--- src/hw/rtl/spgm_pkg.sv ---
// ----------------------------------------------------------------------------
// spgm_pkg
// Shared types, widths and codes for the stereo pan/gain mixer with meter.
// ----------------------------------------------------------------------------
package spgm_pkg;

    localparam int MAX_BLOCK_FRAMES = 4096;

    localparam int SAMPLE_W   = 24;
    localparam int CNT_W      = $clog2(MAX_BLOCK_FRAMES + 1);
    localparam int DIV_W      = CNT_W + 1;
    localparam int SUM_W      = 60;
    localparam int DIV_STEPS  = SUM_W;
    localparam int ROOT_STEPS = SUM_W / 2;
    localparam int STEP_W     = $clog2(DIV_STEPS);

    localparam int CFG_IDX_W  = 2;
    localparam int CFG_DATA_W = 17;

    // configuration register indexes
    localparam logic [CFG_IDX_W-1:0] CFG_VOLUME = 2'd0;
    localparam logic [CFG_IDX_W-1:0] CFG_PAN    = 2'd1;
    localparam logic [CFG_IDX_W-1:0] CFG_STEREO = 2'd2;

    typedef struct packed {
        logic signed [SAMPLE_W-1:0] in_left;
        logic signed [SAMPLE_W-1:0] in_right;
        logic signed [SAMPLE_W-1:0] bus_left;
        logic signed [SAMPLE_W-1:0] bus_right;
        logic                       block_end;
    } t_in_item;

    typedef struct packed {
        logic signed [SAMPLE_W-1:0] mixed_left;
        logic signed [SAMPLE_W-1:0] mixed_right;
        logic        [SAMPLE_W-1:0] meter_peak;
        logic        [SAMPLE_W-1:0] meter_rms;
        logic                       meter_updated;
    } t_out_item;

    // controller to datapath
    typedef struct packed {
        logic load;
        logic scale;
        logic mix;
        logic square;
        logic acc;
        logic div_step;
        logic root_init;
        logic root_step;
        logic rms;
        logic out_load;
    } t_cmd;

    // datapath to controller
    typedef struct packed {
        logic latch;
        logic out_ready;
    } t_stat;

endpackage

--- src/hw/rtl/spgm_ctrl.sv ---
// ----------------------------------------------------------------------------
// spgm_ctrl
// Sequencer: steps one item through the datapath, then the divide and root
// on block-ending frames, then hands the result to the output register.
// ----------------------------------------------------------------------------
module spgm_ctrl (
    input  logic           i_clk,
    input  logic           i_rst_n,
    input  logic           i_in_valid,
    output logic           o_in_stall,
    input  spgm_pkg::t_stat i_stat,
    output spgm_pkg::t_cmd  o_cmd
);
    import spgm_pkg::*;

    typedef enum logic [9:0] {
        S_IDLE  = 10'b0000000001,
        S_SCALE = 10'b0000000010,
        S_MIX   = 10'b0000000100,
        S_SQ    = 10'b0000001000,
        S_ACC   = 10'b0000010000,
        S_DIV   = 10'b0000100000,
        S_ROOTI = 10'b0001000000,
        S_ROOT  = 10'b0010000000,
        S_RMS   = 10'b0100000000,
        S_DONE  = 10'b1000000000
    } t_state;

    t_state            r_state, n_state;
    logic [STEP_W-1:0] r_step, n_step;

    always_comb begin
        n_state = r_state;
        n_step  = r_step;
        o_cmd   = '0;
        case (r_state)
            S_IDLE: begin
                if (i_in_valid) begin
                    o_cmd.load = 1'b1;
                    n_state    = S_SCALE;
                end
            end
            S_SCALE: begin
                o_cmd.scale = 1'b1;
                n_state     = S_MIX;
            end
            S_MIX: begin
                o_cmd.mix = 1'b1;
                n_state   = S_SQ;
            end
            S_SQ: begin
                o_cmd.square = 1'b1;
                n_state      = S_ACC;
            end
            S_ACC: begin
                o_cmd.acc = 1'b1;
                if (i_stat.latch) begin
                    n_step  = STEP_W'(DIV_STEPS - 1);
                    n_state = S_DIV;
                end else if (i_stat.out_ready) begin
                    o_cmd.out_load = 1'b1;
                    n_state        = S_IDLE;
                end else begin
                    n_state = S_DONE;
                end
            end
            S_DIV: begin
                o_cmd.div_step = 1'b1;
                if (r_step == '0) begin
                    n_state = S_ROOTI;
                end else begin
                    n_step = r_step - 1'b1;
                end
            end
            S_ROOTI: begin
                o_cmd.root_init = 1'b1;
                n_step          = STEP_W'(ROOT_STEPS - 1);
                n_state         = S_ROOT;
            end
            S_ROOT: begin
                o_cmd.root_step = 1'b1;
                if (r_step == '0) begin
                    n_state = S_RMS;
                end else begin
                    n_step = r_step - 1'b1;
                end
            end
            S_RMS: begin
                o_cmd.rms = 1'b1;
                n_state   = S_DONE;
            end
            S_DONE: begin
                if (i_stat.out_ready) begin
                    o_cmd.out_load = 1'b1;
                    n_state        = S_IDLE;
                end
            end
            default: begin
                n_state = S_IDLE;
            end
        endcase
    end

    always_ff @(posedge i_clk) begin
        if (!i_rst_n) begin
            r_state <= S_IDLE;
            r_step  <= '0;
        end else begin
            r_state <= n_state;
            r_step  <= n_step;
        end
    end

    assign o_in_stall = (r_state != S_IDLE);

endmodule

--- config.mk ---
export PLATFORM = sky130hd
export DESIGN_NAME = spgm_ctrl
export DESIGN_NICKNAME = d
export VERILOG_FILES = /design/src/hw/rtl/spgm_pkg.sv /design/src/hw/rtl/spgm_ctrl.sv
export SDC_FILE = /design/constraint.sdc
export NUM_CORES = 1
export LEC_CHECK = 0
export ABC_AREA = 1
export CAP_MARGIN = 30
export CORE_MARGIN = 2
export CORE_UTILIZATION = 30
export DETAILED_ROUTE_END_ITERATION = 8
export DONT_BUFFER_PORTS = 1
export GPL_ROUTABILITY_DRIVEN = 0
export HOLD_SLACK_MARGIN = 0.08
export PLACE_DENSITY_LB_ADDON = 0.1
export SYNTH_ARGS = -nofsm -noshare
export SYNTH_HDL_FRONTEND = slang
export SYNTH_SLANG_ARGS = --single-unit
--- constraint.sdc ---
create_clock -name i_clk -period 2.9 [get_ports i_clk]
set_input_delay 0.435 -clock i_clk [delete_from_list [all_inputs] [get_ports i_clk]]
set_output_delay 0.435 -clock i_clk [all_outputs]
set_load 0.01 [all_outputs]
* Yosys cells after proc, flatten, opt, wreduce, memory -nomap -nowiden
Cells that the tools add are included.
** Cells by class
- $add $sub $neg :: 1
- Multiply operators :: 0
- Divide/modulo/power cells :: 0
- Order comparisons :: 0
- Eq/ne operators :: 17
- Shift operators :: 0
- Multiplexer cells :: 23
- Bitwise gates (word level) :: 0
- Reductions and logical operators :: 5
** Operators with widths (number)
- one-hot mux 10 bit (10 select lines) :: 1
- 2-to-1 mux 10 bit :: 6
- one-hot mux 6 bit (3 select lines) :: 1
- 2-to-1 mux 1 bit :: 12
- 2-to-1 mux 6 bit :: 2
- != test 2 bit (second input constant) :: 6
- == test 10 x 1 -> 1 bit (second input constant) :: 1
- == test 10 bit (second input constant) :: 1
- == test 10 x 2 -> 1 bit (second input constant) :: 1
- == test 10 x 3 -> 1 bit (second input constant) :: 1
- == test 10 x 4 -> 1 bit (second input constant) :: 1
- == test 10 x 5 -> 1 bit (second input constant) :: 1
- == test 10 x 6 -> 1 bit (second input constant) :: 1
- == test 10 x 7 -> 1 bit (second input constant) :: 1
- == test 10 x 8 -> 1 bit (second input constant) :: 1
- == test 10 x 9 -> 1 bit (second input constant) :: 1
- != test 10 x 1 -> 1 bit (second input constant) :: 1
- zero test 6 bit :: 1
- subtractor 6 x 1 -> 6 bit (second input constant) :: 1
- AND reduction 4 bit :: 1
- AND reduction 3 bit :: 1
- nonzero test 3 bit :: 1
- one-hot mux 1 bit (2 select lines) :: 1
- OR reduction 2 bit :: 1
** Word-level totals
- Register bits after elaboration :: 16
- Latch bits :: 0
- RAM bits :: 0
- Memory bits (read-only) :: 0
- Bits of input ports :: 5
- Output and inout port bits :: 11
- Word-level logic and storage cells :: 48
- Memories :: 0

* Longest topological paths before layout
- Word-level depth :: 4
- Mapped depth :: 11
- Gate-level depth less buffers :: 11

* Worst setup path after synthesis
OpenSTA, ideal clock, no wires.
- Path type :: register -> output
- Start point :: register r_state[3]
- End point :: output o_cmd[0] (netlist name)
- Data arrival time :: 1017 ps
- Data required time :: 2465 ps
- Slack :: 1448 ps
- Cell stages (with the launch flop) :: 8
- Path buffers :: 0
- Path through :: dfxtp_1 -> nor2_1 -> nand2_2 -> nor2_1 -> nand2_1 -> nor2_2 -> nand2_1 -> o21ai_0
** RTL lines
- start: declaration :: RTL line spgm_ctrl.sv:29 : t_state r_state, n_state;
- start signal: assignment :: RTL line spgm_ctrl.sv:109 : r_state <= n_state;
- end: declaration :: RTL line spgm_ctrl.sv:12 : output spgm_pkg::t_cmd o_cmd

==> metrics.txt <==
WL met1 1420 µm; WL final 2760 µm; critical path startpoint r_state[3]; vias in the first global route 1128; nets 203; vias per cell 4.68; die area 0.00445 mm²; Cell variety after synth 25; Setup crit start kind register; GR Util All Layers ~14%; total grt overflow 0; largest net degree at the start of global routing 11; Synth top area share 27.1%; internal power slightly below 500 µW; Net Sw Frac 43.6%; Synth area leader dfxtp_1; Data required, critical path 2.47 ns; initial antenna violation count 0; Seq/Total Area, Yosys 27.1%; Clock Skew 0.00304 ns; status complete, no violations; WL met3 between 150 and 200 µm; CTS tree done; CTS clock-pin slew for the worst setup and hold paths roughly 0.07 ns; CP max FO 4; ant diodes 0; drt pass-1 iters 4; final hold violation count 0; register area 320 µm²; MaxCap Viol Count 0; htree depth 1; initial core utilization 31.8%; Flop pwr share ~31%; Port Buffers 0; drt first-iter violations 55; headroom to the max-slew limit 72.3%; power per cell area 673 mW/mm²; crit share post-route 66.1%; Area growth syn-to-layout 9.32%; Synth Register Bits 16; kind of critical path reg -> out; Final HPWL DP 2250 µm; worst-case clock buffer depth 2; CP endpoint kind output pin; minimum clock period after layout 1.92 ns; Static Leak 0.000634 µW; number of buffers created by CTS 3; Min-Delay Path Class in -> reg; Fin Setup TNS 0 ns; Ys Warns 0; Resized cells post-CTS 0; die height 66.7 µm; clock sinks 16; root buf cell clkbuf_8; met2 wire length between 1000 and 1500 µm; Logic pwr share 45.6%; RSZ-0062 raised after global routing false; ratio of cells with drive above 1 in the final layout 17.9%; DRC 0; VDD IR max 0.357 mV; syn_nets 199; clk_lat worst skew 0.25 ns; row count 22; number of fill cells 427; Min Hold Slack 0.297 ns; Final setup viols 0; Worst R2R Path Depth 10; cells after synthesis 193; Clock power frac between 20% and 30%; Hold Crit Depth 2; Hold Crit Start i_rst_n; Slew Limit Fails 0; CTS Hold Bufs 0; Mapped Area around 0.0012 mm²; top post-synthesis cells by area dfxtp_1 (27%), nand2_1 (12%), nor2_1 (10%), nand3_1 (8.5%), inv_1 (8.3%); Critical Path AT 1.48 ns; Crit Reg-Reg Startpoint r_step[0]; area of the multi-input gates ~720 µm²; Sw Pwr 379 µW; Avg Inst Size Synth 6.12 µm²; Ports 16; Post-CTS Setup Inserts 0; ANT nets after route 0; vias roughly 1100; core area 0.00372 mm²; first-pass GRT wire length around 5000 µm; Die Width 66.7 µm; WL/cell 11.3 µm; highest routed layer met4; worst slew pin tran around 0.41 ns; fmax 0.522 GHz
power groups by stage:
stage	Sequential (µW)	Clock, µW	Combinational, µW
6_report	272	201	396
5_1_grt	276	220	455
4_1_cts	272	207	401
3_5_place_dp	277	0	399
3_3_place_gp	277	0	400
2_1_floorplan	272	0	334
synthesized netlist by cell type:
master	n
o21ai_1	1
inv_4	1
xor2_1	1
nand2_4	2
or2_2	1
nor3_1	6
a21oi_1	5
nand3_4	2
inv_1	26
nand2_2	6
buf_2	1
nand2_1	39
nor2_1	32
inv_2	7
ha_1	1
clkinv_1	1
o21ai_0	2
nand3_1	20
nand3_2	2
dfxtp_1	16
o31ai_1	1
nand4_1	9
nor2_2	7
a21oi_2	3
xnor2_1	1
final timing paths:
kind	slack [ns]	end
setup / recovery	0.98	o_cmd[0]
setup reg to reg	1.33	r_state[9]
hold reg to reg	0.52	r_state[5]
hold / removal	0.30	r_step[1]
per-layer routing:
metal | track usage [%] | up-vias
li1 | - | 620
met1 | 19.9 | 499
met2 | 21.9 | 21
met3 | 3.38 | 2
met4 | 3.83 | 0
met5 | 0 | -
critical path: stages, from the launching register on:
cell     delay, ns
dfxtp_1       0.34
nor2_1        0.12
nand2_2       0.11
nor2_1        0.10
nand2_1       0.11
nor2_2        0.18
nand2_1       0.09
o21ai_0       0.18
cell type report:
cell class                 instances  share of cell area, %
tap                               48                   4.65
sequential                        16                   24.8
inverter                          35                   10.4
multi-input combinational        141                   55.9
clock buffer                       4                   4.26
through the flow:
step	power, µW	setup WS (ns)	instance area (µm²)	instances	utilization (%)
floorplan	606	1.45	1180	193	-
global placement	676	1.24	1240	240	33.3
detailed placement	676	1.25	1240	240	33.3
CTS	879	0.980	1290	244	34.7
global route	951	0.793	1290	244	34.7
finish	869	0.984	1290	244	34.7
cell usage in the layout (no fill, tap or decap):
| cell | count |
|---|---|
| nor3_1 | 6 |
| nand2_4 | 2 |
| nand3_2 | 2 |
| nor2_2 | 7 |
| nand2_2 | 6 |
| inv_2 | 7 |
| o21ai_1 | 1 |
| inv_1 | 26 |
| dfxtp_1 | 16 |
| o31ai_1 | 1 |
| or2_2 | 1 |
| nand4_1 | 9 |
| a21oi_2 | 3 |
| nand3_1 | 20 |
| inv_4 | 1 |
| clkinv_1 | 1 |
| nand2_1 | 39 |
| nor2_1 | 32 |
| ha_1 | 1 |
| xor2_1 | 1 |
| xnor2_1 | 1 |
| o21ai_0 | 2 |
| a21oi_1 | 5 |
| nand3_4 | 2 |
| clkbuf_8 | 4 |
sequential cells by signal (all words and copies together), names as in the netlist:
name and cells:
r_step 6, r_state 10
kinds of logic (layout without fill, tap and decap cells):
logic type,count (synthesis),in the layout,synth area share [%]
flip-flops,16,16,27.1
AND/OR/NAND/NOR,126,126,52.3
buffers and inverters,36,39,11.8
AO/OA/AOI/OAI,12,12,6.25
XOR/XNOR,2,2,1.48
adder cells (fa/ha/maj),1,1,1.06
(Power assumes the default switching activity.)
